<file path="src/hdl/slfr_pkg.sv">
`default_nettype none

package slfr_pkg;

   // Frame receiver phases.
   typedef enum logic [1:0] {
      PH_HUNT = 2'd0,
      PH_CMD  = 2'd1,
      PH_LEN  = 2'd2,
      PH_DATA = 2'd3
   } phase_type;

   // Result kinds.
   typedef enum logic [1:0] {
      KIND_DATA     = 2'd0,
      KIND_MATCH    = 2'd1,
      KIND_NO_MATCH = 2'd2,
      KIND_ABORT    = 2'd3
   } kind_type;

   // Register indexes on the configuration port.
   typedef enum logic [1:0] {
      CSR_MAX_LEN     = 2'd0,
      CSR_TEXT_CMD    = 2'd1,
      CSR_HDR_TIMEOUT = 2'd2,
      CSR_PAY_TIMEOUT = 2'd3
   } csr_index_type;

   localparam int unsigned LEN_W  = 10;
   localparam int unsigned TICK_W = 16;
   localparam int unsigned CSR_W  = 16;

   localparam logic [LEN_W-1:0]  RESET_MAX_LEN     = 10'd512;
   localparam logic [7:0]        RESET_TEXT_CMD    = 8'h21;
   localparam logic [TICK_W-1:0] RESET_HDR_TIMEOUT = 16'd200;
   localparam logic [TICK_W-1:0] RESET_PAY_TIMEOUT = 16'd500;

   localparam logic [7:0] SYNC_FIRST  = 8'hAA;
   localparam logic [7:0] SYNC_SECOND = 8'h55;
   localparam logic [7:0] CHAR_LF     = 8'h0A;
   localparam logic [7:0] CHAR_CR     = 8'h0D;
   localparam logic [7:0] CHAR_P      = 8'h50;

   localparam logic [2:0] MATCH_LEN = 3'd5;

   typedef struct packed {
      logic [LEN_W-1:0]  max_len;
      logic [7:0]        text_cmd;
      logic [TICK_W-1:0] hdr_timeout;
      logic [TICK_W-1:0] pay_timeout;
   } cfg_type;

   typedef struct packed {
      kind_type         kind;
      logic [7:0]       data_byte;
      logic [LEN_W-1:0] text_length;
      logic             last;
   } result_type;

   // Up to two results from one item; the second is used only with the first.
   typedef struct packed {
      logic       first_valid;
      logic       second_valid;
      result_type first;
      result_type second;
   } result_pair_type;

   // Characters of the searched text "PONG:".
   function automatic logic [7:0] match_char(input logic [2:0] idx);
      logic [7:0] c;
      case (idx)
         3'd0: c = 8'h50;
         3'd1: c = 8'h4F;
         3'd2: c = 8'h4E;
         3'd3: c = 8'h47;
         3'd4: c = 8'h3A;
         default: c = 8'h00;
      endcase
      return c;
   endfunction

endpackage

`default_nettype wire

</file>
<file path="src/hdl/slfr_parser.sv">
`default_nettype none

module slfr_parser #(
   parameter int unsigned PAYLOAD_MAX = 512
) (
   input  wire logic                     clock,
   input  wire logic                     reset,
   input  wire logic                     req_valid,
   output logic                          req_ready,
   input  wire logic                     req_type,
   input  wire logic [7:0]               req_rx_byte,
   input  wire slfr_pkg::cfg_type        cfg,
   input  wire logic                     room,
   output slfr_pkg::result_pair_type     pair
);
   import slfr_pkg::*;

   localparam logic [15:0] PAYLOAD_CAP = 16'(PAYLOAD_MAX);

   logic             item_valid_ff, item_valid_in;
   logic             item_tick_ff;
   logic [7:0]       item_byte_ff;
   logic             advance;

   phase_type         phase_ff, phase_in;
   logic [7:0]        prev_ff, prev_in;
   logic [7:0]        cmd_ff, cmd_in;
   logic              len_half_ff, len_half_in;
   logic [7:0]        len_low_ff, len_low_in;
   logic [LEN_W-1:0]  frame_len_ff, frame_len_in;
   logic [LEN_W-1:0]  count_ff, count_in;
   logic [2:0]        progress_ff, progress_in;
   logic              seen_ff, seen_in;
   logic [LEN_W-1:0]  trim_ff, trim_in;
   logic [TICK_W-1:0] tick_ff, tick_in;

   logic [TICK_W-1:0] limit;
   logic              timed_out;
   logic [15:0]       full_len;
   logic [15:0]       len_cap;
   logic              len_ok;
   logic              is_text;
   logic [LEN_W-1:0]  count_next;
   logic [2:0]        progress_step;
   logic              frame_done;

   assign advance   = item_valid_ff && room;
   assign req_ready = !item_valid_ff || room;

   always_comb begin
      if (req_valid && req_ready) begin
         item_valid_in = 1'b1;
      end else if (advance) begin
         item_valid_in = 1'b0;
      end else begin
         item_valid_in = item_valid_ff;
      end
   end

   always_ff @(posedge clock) begin
      if (reset) begin
         item_valid_ff <= 1'b0;
      end else begin
         item_valid_ff <= item_valid_in;
      end
      if (req_valid && req_ready) begin
         item_tick_ff <= req_type;
         item_byte_ff <= req_rx_byte;
      end
   end

   // Shared decode of the item held in the input register.
   always_comb begin
      limit     = (phase_ff == PH_DATA) ? cfg.pay_timeout : cfg.hdr_timeout;
      timed_out = ({1'b0, tick_ff} + 17'd1) >= {1'b0, limit};
      full_len  = {item_byte_ff, len_low_ff};
      len_cap   = ({6'd0, cfg.max_len} > PAYLOAD_CAP) ? PAYLOAD_CAP : {6'd0, cfg.max_len};
      len_ok    = (full_len != 16'd0) && (full_len <= len_cap);
      is_text   = (cmd_ff == cfg.text_cmd);
      count_next = count_ff + 1'b1;
      if (item_byte_ff == match_char(progress_ff)) begin
         progress_step = progress_ff + 3'd1;
      end else if (item_byte_ff == CHAR_P) begin
         progress_step = 3'd1;
      end else begin
         progress_step = 3'd0;
      end
      frame_done = count_next >= frame_len_ff;
   end

   // Next phase.
   always_comb begin
      phase_in = phase_ff;
      if (advance) begin
         if (item_tick_ff) begin
            if (phase_ff != PH_HUNT && timed_out) begin
               phase_in = PH_HUNT;
            end
         end else begin
            case (phase_ff)
               PH_HUNT: begin
                  if (prev_ff == SYNC_FIRST && item_byte_ff == SYNC_SECOND) begin
                     phase_in = PH_CMD;
                  end
               end
               PH_CMD: begin
                  phase_in = PH_LEN;
               end
               PH_LEN: begin
                  if (len_half_ff) begin
                     phase_in = len_ok ? PH_DATA : PH_HUNT;
                  end
               end
               PH_DATA: begin
                  if (frame_done) begin
                     phase_in = PH_HUNT;
                  end
               end
               default: phase_in = PH_HUNT;
            endcase
         end
      end
   end

   // Frame registers and results.
   always_comb begin
      prev_in      = prev_ff;
      cmd_in       = cmd_ff;
      len_half_in  = len_half_ff;
      len_low_in   = len_low_ff;
      frame_len_in = frame_len_ff;
      count_in     = count_ff;
      progress_in  = progress_ff;
      seen_in      = seen_ff;
      trim_in      = trim_ff;
      tick_in      = tick_ff;
      pair         = '0;
      pair.first.kind  = KIND_DATA;
      pair.second.kind = KIND_DATA;
      if (advance) begin
         if (item_tick_ff) begin
            if (phase_ff != PH_HUNT) begin
               if (timed_out) begin
                  tick_in = '0;
                  if (phase_ff == PH_DATA && is_text) begin
                     pair.first_valid = 1'b1;
                     pair.first.kind  = KIND_ABORT;
                     pair.first.last  = 1'b1;
                  end
               end else begin
                  tick_in = tick_ff + 1'b1;
               end
            end
         end else begin
            case (phase_ff)
               PH_HUNT: begin
                  prev_in = item_byte_ff;
                  if (prev_ff == SYNC_FIRST && item_byte_ff == SYNC_SECOND) begin
                     tick_in = '0;
                  end
               end
               PH_CMD: begin
                  cmd_in      = item_byte_ff;
                  len_half_in = 1'b0;
                  tick_in     = '0;
               end
               PH_LEN: begin
                  if (!len_half_ff) begin
                     len_low_in  = item_byte_ff;
                     len_half_in = 1'b1;
                  end else if (len_ok) begin
                     frame_len_in = full_len[LEN_W-1:0];
                     count_in     = '0;
                     progress_in  = '0;
                     seen_in      = 1'b0;
                     trim_in      = '0;
                     tick_in      = '0;
                  end
               end
               PH_DATA: begin
                  count_in = count_next;
                  if (item_byte_ff != CHAR_LF && item_byte_ff != CHAR_CR) begin
                     trim_in = count_next;
                  end
                  if (progress_step == MATCH_LEN) begin
                     seen_in     = 1'b1;
                     progress_in = '0;
                  end else begin
                     progress_in = progress_step;
                  end
                  if (is_text) begin
                     pair.first_valid     = 1'b1;
                     pair.first.data_byte = item_byte_ff;
                  end
                  if (frame_done) begin
                     tick_in = '0;
                     if (is_text) begin
                        pair.second_valid       = 1'b1;
                        pair.second.kind        = seen_in ? KIND_MATCH : KIND_NO_MATCH;
                        pair.second.text_length = trim_in;
                        pair.second.last        = 1'b1;
                     end
                  end
               end
               default: begin
                  tick_in = '0;
               end
            endcase
         end
      end
   end

   always_ff @(posedge clock) begin
      if (reset) begin
         phase_ff     <= PH_HUNT;
         prev_ff      <= '0;
         cmd_ff       <= '0;
         len_half_ff  <= 1'b0;
         len_low_ff   <= '0;
         frame_len_ff <= '0;
         count_ff     <= '0;
         progress_ff  <= '0;
         seen_ff      <= 1'b0;
         trim_ff      <= '0;
         tick_ff      <= '0;
      end else begin
         phase_ff     <= phase_in;
         prev_ff      <= prev_in;
         cmd_ff       <= cmd_in;
         len_half_ff  <= len_half_in;
         len_low_ff   <= len_low_in;
         frame_len_ff <= frame_len_in;
         count_ff     <= count_in;
         progress_ff  <= progress_in;
         seen_ff      <= seen_in;
         trim_ff      <= trim_in;
         tick_ff      <= tick_in;
      end
   end

   // A verdict always closes the frame and follows its last data byte.
   assert property (@(posedge clock) disable iff (reset)
      pair.second_valid |-> pair.second.last && pair.first_valid
                            && pair.first.kind == KIND_DATA)
      else $error("verdict without a preceding data byte");

   // Nothing is reported while hunting for sync.
   assert property (@(posedge clock) disable iff (reset)
      (phase_ff == PH_HUNT) |-> !pair.first_valid)
      else $error("result while hunting");

endmodule

`default_nettype wire

</file>
<file path="src/hdl/slfr_rsp_queue.sv">
`default_nettype none

module slfr_rsp_queue (
   input  wire logic                      clock,
   input  wire logic                      reset,
   input  wire slfr_pkg::result_pair_type pair,
   output logic                          room,
   output logic                          rsp_valid,
   input  wire logic                     rsp_ready,
   output slfr_pkg::result_type          head
);
   import slfr_pkg::*;

   localparam int unsigned DEPTH = 4;
   localparam int unsigned PTR_W = $clog2(DEPTH);
   localparam int unsigned CNT_W = $clog2(DEPTH + 1);

   result_type         entry_ff [DEPTH];
   logic [PTR_W-1:0]   wr_ff, wr_in;
   logic [PTR_W-1:0]   rd_ff, rd_in;
   logic [CNT_W-1:0]   count_ff, count_in;
   logic [CNT_W-1:0]   push_count;
   logic               pop;

   // The producer may hand over a pair only when two slots are free.
   assign room      = count_ff <= CNT_W'(DEPTH - 2);
   assign rsp_valid = count_ff != '0;
   assign head      = entry_ff[rd_ff];
   assign pop       = rsp_valid && rsp_ready;

   always_comb begin
      push_count = CNT_W'(pair.first_valid) + CNT_W'(pair.second_valid);
      wr_in      = wr_ff + PTR_W'(push_count);
      rd_in      = rd_ff + PTR_W'(pop);
      count_in   = count_ff + push_count - CNT_W'(pop);
   end

   always_ff @(posedge clock) begin
      if (pair.first_valid) begin
         entry_ff[wr_ff] <= pair.first;
      end
      if (pair.second_valid) begin
         entry_ff[wr_ff + PTR_W'(1)] <= pair.second;
      end
   end

   always_ff @(posedge clock) begin
      if (reset) begin
         wr_ff    <= '0;
         rd_ff    <= '0;
         count_ff <= '0;
      end else begin
         wr_ff    <= wr_in;
         rd_ff    <= rd_in;
         count_ff <= count_in;
      end
   end

   assert property (@(posedge clock) disable iff (reset)
      count_ff <= CNT_W'(DEPTH))
      else $error("result queue overflow");

   assert property (@(posedge clock) disable iff (reset)
      pair.first_valid |-> room)
      else $error("results pushed without room");

   assert property (@(posedge clock) disable iff (reset)
      pair.second_valid |-> pair.first_valid)
      else $error("second result without first");

endmodule

`default_nettype wire

</file>
<file path="src/hdl/sync_length_frame_receiver.sv">
`default_nettype none

// Channel   Direction  Handshake              Payload
// req       in         req_valid/req_ready    req_type, req_rx_byte
// rsp       out        rsp_valid/rsp_ready    rsp_kind, rsp_data_byte, rsp_text_length, rsp_last
// csr       in         csr_write_enable       csr_index, csr_write_data
//
// One item per cycle while the queue has room: an accepted item is decoded from the
// input register and its zero, one or two results enter a four-entry result queue.
// The queue sets the rate: a new item moves on while at least two slots are free.
// Reset is synchronous and restores the register defaults and the hunting phase.
// A stall on rsp holds results in the queue and then holds req_ready low.

module sync_length_frame_receiver #(
   parameter int unsigned PAYLOAD_MAX = 512
) (
   input  wire logic                           clock,
   input  wire logic                           reset,
   input  wire logic                           req_valid,
   output logic                                req_ready,
   input  wire logic                           req_type,
   input  wire logic [7:0]                     req_rx_byte,
   output logic                                rsp_valid,
   input  wire logic                           rsp_ready,
   output logic [1:0]                          rsp_kind,
   output logic [7:0]                          rsp_data_byte,
   output logic [slfr_pkg::LEN_W-1:0]          rsp_text_length,
   output logic                                rsp_last,
   input  wire logic                           csr_write_enable,
   input  wire logic [1:0]                     csr_index,
   input  wire logic [slfr_pkg::CSR_W-1:0]     csr_write_data
);
   import slfr_pkg::*;

   cfg_type         cfg_ff, cfg_in;
   result_pair_type pair;
   result_type      head;
   logic            room;

   always_comb begin
      cfg_in = cfg_ff;
      if (csr_write_enable) begin
         case (csr_index)
            CSR_MAX_LEN:     cfg_in.max_len     = csr_write_data[LEN_W-1:0];
            CSR_TEXT_CMD:    cfg_in.text_cmd    = csr_write_data[7:0];
            CSR_HDR_TIMEOUT: cfg_in.hdr_timeout = csr_write_data[TICK_W-1:0];
            CSR_PAY_TIMEOUT: cfg_in.pay_timeout = csr_write_data[TICK_W-1:0];
            default:         cfg_in = cfg_ff;
         endcase
      end
   end

   always_ff @(posedge clock) begin
      if (reset) begin
         cfg_ff.max_len     <= RESET_MAX_LEN;
         cfg_ff.text_cmd    <= RESET_TEXT_CMD;
         cfg_ff.hdr_timeout <= RESET_HDR_TIMEOUT;
         cfg_ff.pay_timeout <= RESET_PAY_TIMEOUT;
      end else begin
         cfg_ff <= cfg_in;
      end
   end

   slfr_parser #(
      .PAYLOAD_MAX (PAYLOAD_MAX)
   ) u_parser (
      .clock       (clock),
      .reset       (reset),
      .req_valid   (req_valid),
      .req_ready   (req_ready),
      .req_type    (req_type),
      .req_rx_byte (req_rx_byte),
      .cfg         (cfg_ff),
      .room        (room),
      .pair        (pair)
   );

   slfr_rsp_queue u_rsp_queue (
      .clock     (clock),
      .reset     (reset),
      .pair      (pair),
      .room      (room),
      .rsp_valid (rsp_valid),
      .rsp_ready (rsp_ready),
      .head      (head)
   );

   assign rsp_kind        = head.kind;
   assign rsp_data_byte   = head.data_byte;
   assign rsp_text_length = head.text_length;
   assign rsp_last        = head.last;

endmodule

`default_nettype wire
</file>
<file path="config.mk">
export PLATFORM = sky130hd
export DESIGN_NAME = sync_length_frame_receiver
export DESIGN_NICKNAME = d
export VERILOG_FILES = /design/src/hdl/slfr_pkg.sv /design/src/hdl/slfr_parser.sv /design/src/hdl/slfr_rsp_queue.sv /design/src/hdl/sync_length_frame_receiver.sv
export SDC_FILE = /design/constraint.sdc
export NUM_CORES = 1
export LEC_CHECK = 0
export ABC_AREA = 1
export BUFFER_PORTS_ARGS = -buffer_cell sky130_fd_sc_hd__buf_4
export CORE_ASPECT_RATIO = 1.4
export CORE_MARGIN = 2
export CORE_UTILIZATION = 52
export DETAILED_ROUTE_END_ITERATION = 7
export GPL_ROUTABILITY_DRIVEN = 0
export HOLD_SLACK_MARGIN = 0.05
export PLACE_DENSITY_LB_ADDON = 0.2
export SLEW_MARGIN = 40
export SYNTH_ARGS = -nofsm -noshare
export SYNTH_HDL_FRONTEND = slang
export SYNTH_HIERARCHICAL = 1
export SYNTH_SLANG_ARGS = --single-unit
export TNS_END_PERCENT = 1
</file>
<file path="constraint.sdc">
create_clock -name clock -period 4.1 [get_ports clock]
set_input_delay 0.205 -clock clock [delete_from_list [all_inputs] [get_ports clock]]
set_output_delay 0.205 -clock clock [all_outputs]
set_load 0.02 [all_outputs]
</file>
Word-level counts from Yosys, hierarchy flattened
Memories as Yosys holds them, arrays and structs flattened. A register that Yosys moved wholly into a read port is not among the register bits.
Index checks and enable logic that the tools add are counted.

word-level totals
  bits in registers = 144
  RAM bits = 84
  input bits = 32
  output and inout bits = 23
  logic and storage cells = 168
  memories = 1

memory list
  memory                words  bits a word  rd ports  clocked after memory_dff  write ports  line                  text
  u_rsp_queue.entry_ff  4      21           1         1                         2            slfr_rsp_queue.sv:18  result_type entry_ff [DEPTH];

operators by class
  add/subtract/negate cells = 10
  magnitude comparators = 5
  equal/unequal tests = 26
  mux-type cells = 72
  bitwise gates (word level) = 2
  reductions and logical operators = 31

operator list
  operator                                                                  count
  16-bit 2-to-1 mux                                                         8
  16-bit one-hot mux with 4 select lines                                    1
  11-bit 2-to-1 mux                                                         5
  10-bit 2-to-1 mux                                                         4
  10-bit one-hot mux with 2 select lines                                    2
  7-bit one-hot mux with 5 select lines                                     1
  2-bit 2-to-1 mux                                                          17
  8-bit 2-to-1 mux                                                          3
  1-bit 2-to-1 mux                                                          21
  16-bit by 1-bit adder with 17-bit output (second input constant)          1
  17-bit by 16-bit >= comparator with 1-bit output                          1
  16-bit by 1-bit adder with 16-bit output (second input constant)          1
  8-bit by 7-bit == test with 1-bit output (second input constant)          2
  16-bit <= comparator                                                      1
  8-bit by 4-bit inequality test with 1-bit output (second input constant)  2
  16-bit nonzero test                                                       1
  3-bit 2-to-1 mux                                                          5
  5-bit AND reduction                                                       3
  12-bit 2-to-1 mux                                                         1
  3-bit by 1-bit inequality test with 1-bit output (second input constant)  4
  10-bit by 1-bit adder with 10-bit output (second input constant)          1
  10-bit >= comparator                                                      1
  10-bit > comparator (second input constant)                               1
  3-bit AND reduction                                                       3
  other kinds (32)                                                          56

Depth between registers and ports, before layout
  word-level depth = 15
  mapped depth = 27
  depth with buffers taken out = 27

Cells and area by module
The synthesis kept the hierarchy.

by module, submodules not included
  module                      instances  cells an instance  area an instance (sq um)  seq. area each (sq um)
  slfr_parser                 1          876                6139.6                    1831.8
  slfr_rsp_queue              1          511                4629.4                    2662.6
  sync_length_frame_receiver  1          304                2054.5                    1001.0

Least setup slack after synthesis
Ideal clock, no wire load.

  path kind = flip-flop to flip-flop
  from = register u_parser.phase_ff[0]
  to = memory u_rsp_queue/entry_ff[3][0] in the netlist's numbering, enable pin
  library setup time = 0.432 ns
  arrival = 4.145 ns
  slack = -0.477 ns
  stages on the path, launching flop included = 15
  period minus slack after synthesis = 4.577 ns
  cells stage by stage = dfxtp_1 ha_1 buf_4 buf_1 mux2i_1 ha_1 inv_1 nor3_1 nor3b_1 nand4_1 nand4_1 nand2_1 nor2_1 inv_1 o31ai_1

RTL lines
  what                      line                  text
  start: declaration        slfr_parser.sv:25     phase_type phase_ff, phase_in;
  start signal: assignment  slfr_parser.sv:227    phase_ff <= phase_in;
  end: declaration          slfr_rsp_queue.sv:18

==> metrics.yaml <==
yosys:
  yosysWarnings: 6
  yosys.area.top_type: "edfxtp_1"
  netlist_area_sq_um: 12820
  synth-seq-cells: 228
  ys_seq_area_share_pct: 42.85
  synth_area_leaders: "edfxtp_1, dfxtp_1, nand2_1"
  yosysTopAreaCellShare_pct: 21.78
  syn_area_per_cell_sq_um: 7.583
  synth.distinct_cells: 54
  synth_cells: 1691
die:
  io_pins: 55
  die_area_sq_um: 25950
  core-area_sq_um: 24420
  die_y_um: 189.8
  start_util_pct: 52.52
  row_count: 68
  fp.dieW_um: 136.7
clock_network:
  htreeDepth: 1
  clock-root-buffer: "clkbuf_16"
  clockBufferDepth: 3
  tritoncts: "built"
  cts_sinks: 228
  clkSlewWorstSetupHoldPaths_ns: 0.07
  numCtsBuffers: 22
  clk_latency_ns: 0.51
global_routing:
  grt_pass1_vias: 9724
  antenna_found_initial: 0
  grt_first_pass_wirelength_um: 46430
  grt_overflow: 0
  grt_usage_pct: 22.00
  grt_max_degree: 51
worst_hold_path:
  min_to: "cfg_ff[49]$_SDFFE_PP1P_"
  min_path_cells: 4
  hold_start: "csr_write_enable"
  min_path_type: "input pin to register"
layout:
  num_antenna_cells: 0
  drive_gt1_share_pct: 12.65
  stdcell_area_sq_um: 14570
  nFillCells: 2179
  final_nets: 1826
  area_delta_synth_final_pct: 13.61
power:
  vdd_drop_max_mv: 0.3160
  leakage_nw: 6.466
  power_mw: 5.807
  power.density_nw_per_um2: 398.6
sta:
  rsz0062_at_grt: "true"
  slew_headroom_pct: 45.29
  worst_pin_slew_ns: 0.8182
  post-route-period-util_pct: 97.15
  skew_ns: 0.01019
  fin_worst_hold_slack_ns: 0.1334
  final_hold_viol_count: 0
  timing.final.crit_period_ns: 3.983
  max_freq_mhz: 251.0
  slew_viol_final: 0
  setup_viol: 0
routing:
  vias_per_cell: 5.122
  wire_per_inst_um: 13.78
  drt-initial-drc-count: 581
  drtAntennaViolNets: 0
  vias: 10602
  wl_um: 28530
  dr.pass1.iters: 5
  drc_errors: 0
setup_path:
  critPathArrivalTime_ns: 4.42
  endpoint_kind: "register"
  critPathKind: "register to register"
  start_kind: "register"
  reg2reg_depth: 26
  reg2reg_to: "u_rsp_queue/count_ff[2]$_SDFF_PP0_"
  timing.rr.start: "u_parser/tick_ff[5]$_SDFFE_PP0P_"
  ff2ff_setup_slack_ns: 0.12
  crit_path_max_fanout: 4
  critPathRequiredTime_ns: 4.54
place:
  place_area_sq_um: 13310
  port_buffers: 54
  dp_hpwl_um: 19430
flow_run:
  cap_viol_max_count: 0
run_status:
  status: "finished, final reports clean"
==> layout make-up <==
type | instances | area, sq um | area share, %
repair buffers | 106 | 878.3 | 6.029
clock buffers | 33 | 663.1 | 4.552
well taps | 315 | 394.1 | 2.705
inverters | 245 | 919.6 | 6.312
clock inverters | 7 | 62.56 | 0.4294
flip-flops and latches | 228 | 5509 | 37.81
multi-input cells | 1136 | 6142 | 42.16
==> worst max path at each step <==
stage	from	to	cells after the start
finish	u_parser/tick_ff[5]$_SDFFE_PP0P_	u_rsp_queue/count_ff[2]$_SDFF_PP0_	26
global route	u_parser/tick_ff[0]$_SDFFE_PP0P_	u_rsp_queue/count_ff[2]$_SDFF_PP0_	25
CTS	u_parser/tick_ff[0]$_SDFFE_PP0P_	u_rsp_queue/count_ff[2]$_SDFF_PP0_	25
detailed placement	u_parser/tick_ff[0]$_SDFFE_PP0P_	u_rsp_queue/count_ff[2]$_SDFF_PP0_	24
global placement	u_parser/tick_ff[0]$_SDFFE_PP0P_	u_rsp_queue/count_ff[2]$_SDFF_PP0_	24
floorplan	u_parser/phase_ff[0]$_SDFFE_PP0P_	u_rsp_queue/entry_ff[3][0]$_DFFE_PP_	14
==> through the flow <==
step / setup TNS, ns / worst slack [ns] / utilization [%] / cells
2_1_floorplan: -40.03 / -0.4766 / - / 1708
3_3_place_gp: 0 / 0.01644 / 54.49 / 1996
3_5_place_dp: -0.2525 / -0.1696 / 54.52 / 1996
4_1_cts: 0 / 0.0003992 / 58.72 / 2065
5_1_grt: -0.2196 / -0.1362 / 59.66 / 2070
6_report: 0 / 0.1167 / 59.66 / 2070
==> repair_timing <==
action / CTS / global route
hold buffers: 28 / 0
endpoints found under the setup margin: 2 / 2
gates resized for setup: 3 / 46
pin swaps: 2 / 22
cloned: 0 / 0
buffers inserted: 1 / 5
hold endpoints to repair: 51 / 0
==> flip-flops by register name, summed over array words and instances, names as in the netlist <==
| name | cells |
|---|---|
| u_rsp_queue/count_ff | 3 |
| u_parser/tick_ff | 16 |
| u_parser/trim_ff | 10 |
| u_parser/item_valid_ff | 1 |
| u_parser/seen_ff | 1 |
| u_parser/progress_ff | 3 |
| u_parser/cmd_ff | 8 |
| cfg_ff | 50 |
| u_rsp_queue/wr_ff | 2 |
| u_rsp_queue/entry_ff | 84 |
| u_parser/len_low_ff | 8 |
| u_rsp_queue/rd_ff | 2 |
| u_parser/prev_ff | 8 |
| u_parser/phase_ff | 2 |
| u_parser/count_ff | 10 |
| u_parser/len_half_ff | 1 |
| u_parser/item_tick_ff | 1 |
| u_parser/frame_len_ff | 10 |
| u_parser/item_byte_ff | 8 |
==> critical path, stage by stage (launching register included) <==
cell and delay (ns):
dfxtp_4 0.37, nand2_4 0.07, nor3_4 0.20, nand2_2 0.10, nor2_4 0.13, nand3_2 0.09
inv_2 0.08, nand3_2 0.09, xor2_2 0.19, ha_1 0.30, nand2_2 0.09, inv_2 0.04
nand4_1 0.08, nand2_1 0.06, nor2_2 0.12, nand4_1 0.15, nand2_1 0.13, nor2_2 0.06
ha_1 0.30, inv_1 0.05, ha_1 0.26, inv_1 0.06, ha_2 0.16, inv_2 0.04
fa_2 0.38, nand3b_1 0.16, a21oi_1 0.14
==> report_power, final <==
part | switching (mW) | total [mW] | internal [mW]
clock network | 0.868 | 2.05 | 1.18
registers | 0.132 | 2.57 | 2.44
logic | 0.727 | 1.19 | 0.462
total | 1.73 | 5.81 | 4.08
==> cell usage in the layout (no fill, tap or decap), drive strengths merged, types with 4 or more instances in the layout <==
| cell type | Yosys | final |
|---|---|---|
| o21a | 10 | 10 |
| nor3 | 8 | 8 |
| clkinv | 0 | 5 |
| clkbuf | 24 | 33 |
| buf | 75 | 78 |
| dfxtp | 135 | 135 |
| dlygate4sd3 | 0 | 28 |
| a21oi | 119 | 119 |
| inv | 245 | 245 |
| nor2 | 177 | 177 |
| xor2 | 18 | 18 |
| xnor2 | 4 | 4 |
| o31ai | 4 | 4 |
| conb | 1 | 18 |
| nor4 | 4 | 4 |
| nand4 | 23 | 23 |
| o211ai | 24 | 24 |
| mux2i | 15 | 15 |
| o21ai | 142 | 142 |
| edfxtp | 93 | 93 |
| ha | 54 | 54 |
| nand2 | 435 | 435 |
| nand3 | 60 | 60 |
==> routing by layer <==
| layer | vias to the layer above | GRT usage (%) | wire [um] |
|---|---|---|---|
| met4 | 0 | 5.529 | 473 |
| met5 | - | 0 | 0 |
| met1 | 4883 | 25.83 | 11790 |
| li1 | 5497 | - | - |
| met2 | 184 | 41.62 | 15190 |
| met3 | 38 | 2.771 | 1077 |
==> cell families after synthesis <==
logic type	count (synthesis)	synth area share, %
AND/OR/NAND/NOR	716	23.41
buffers and inverters	344	11.73
AO/OA/AOI/OAI	310	13.83
flip-flops	228	42.85
adder cells (fa/ha/maj)	55	5.425
XOR/XNOR	22	1.561
multiplexers	15	1.171
other	1	0.02924
==> synth_stat cells (all sizes together) <==
library cell  number
a21oi            119
nand2            435
xnor2              4
nand3             60
fa                 1
o21a              10
o22ai              2
nor3b              1
nor3               8
or4                1
a21boi             1
o211ai            24
buf               75
dfxtp            135
conb               1
nand4             23
clkbuf            24
ha                54
nand3b             3
edfxtp            93
a311oi             1
a31oi              1
a211oi             1
o21bai             2
or2                2
xor2              18
mux2i             15
and2               2
a221oi             1
o31ai              4
nor2             177
o2111ai            1
inv              245
o21ai            142
a2111oi            1
nor4               4
(Power assumes the default switching activity.)
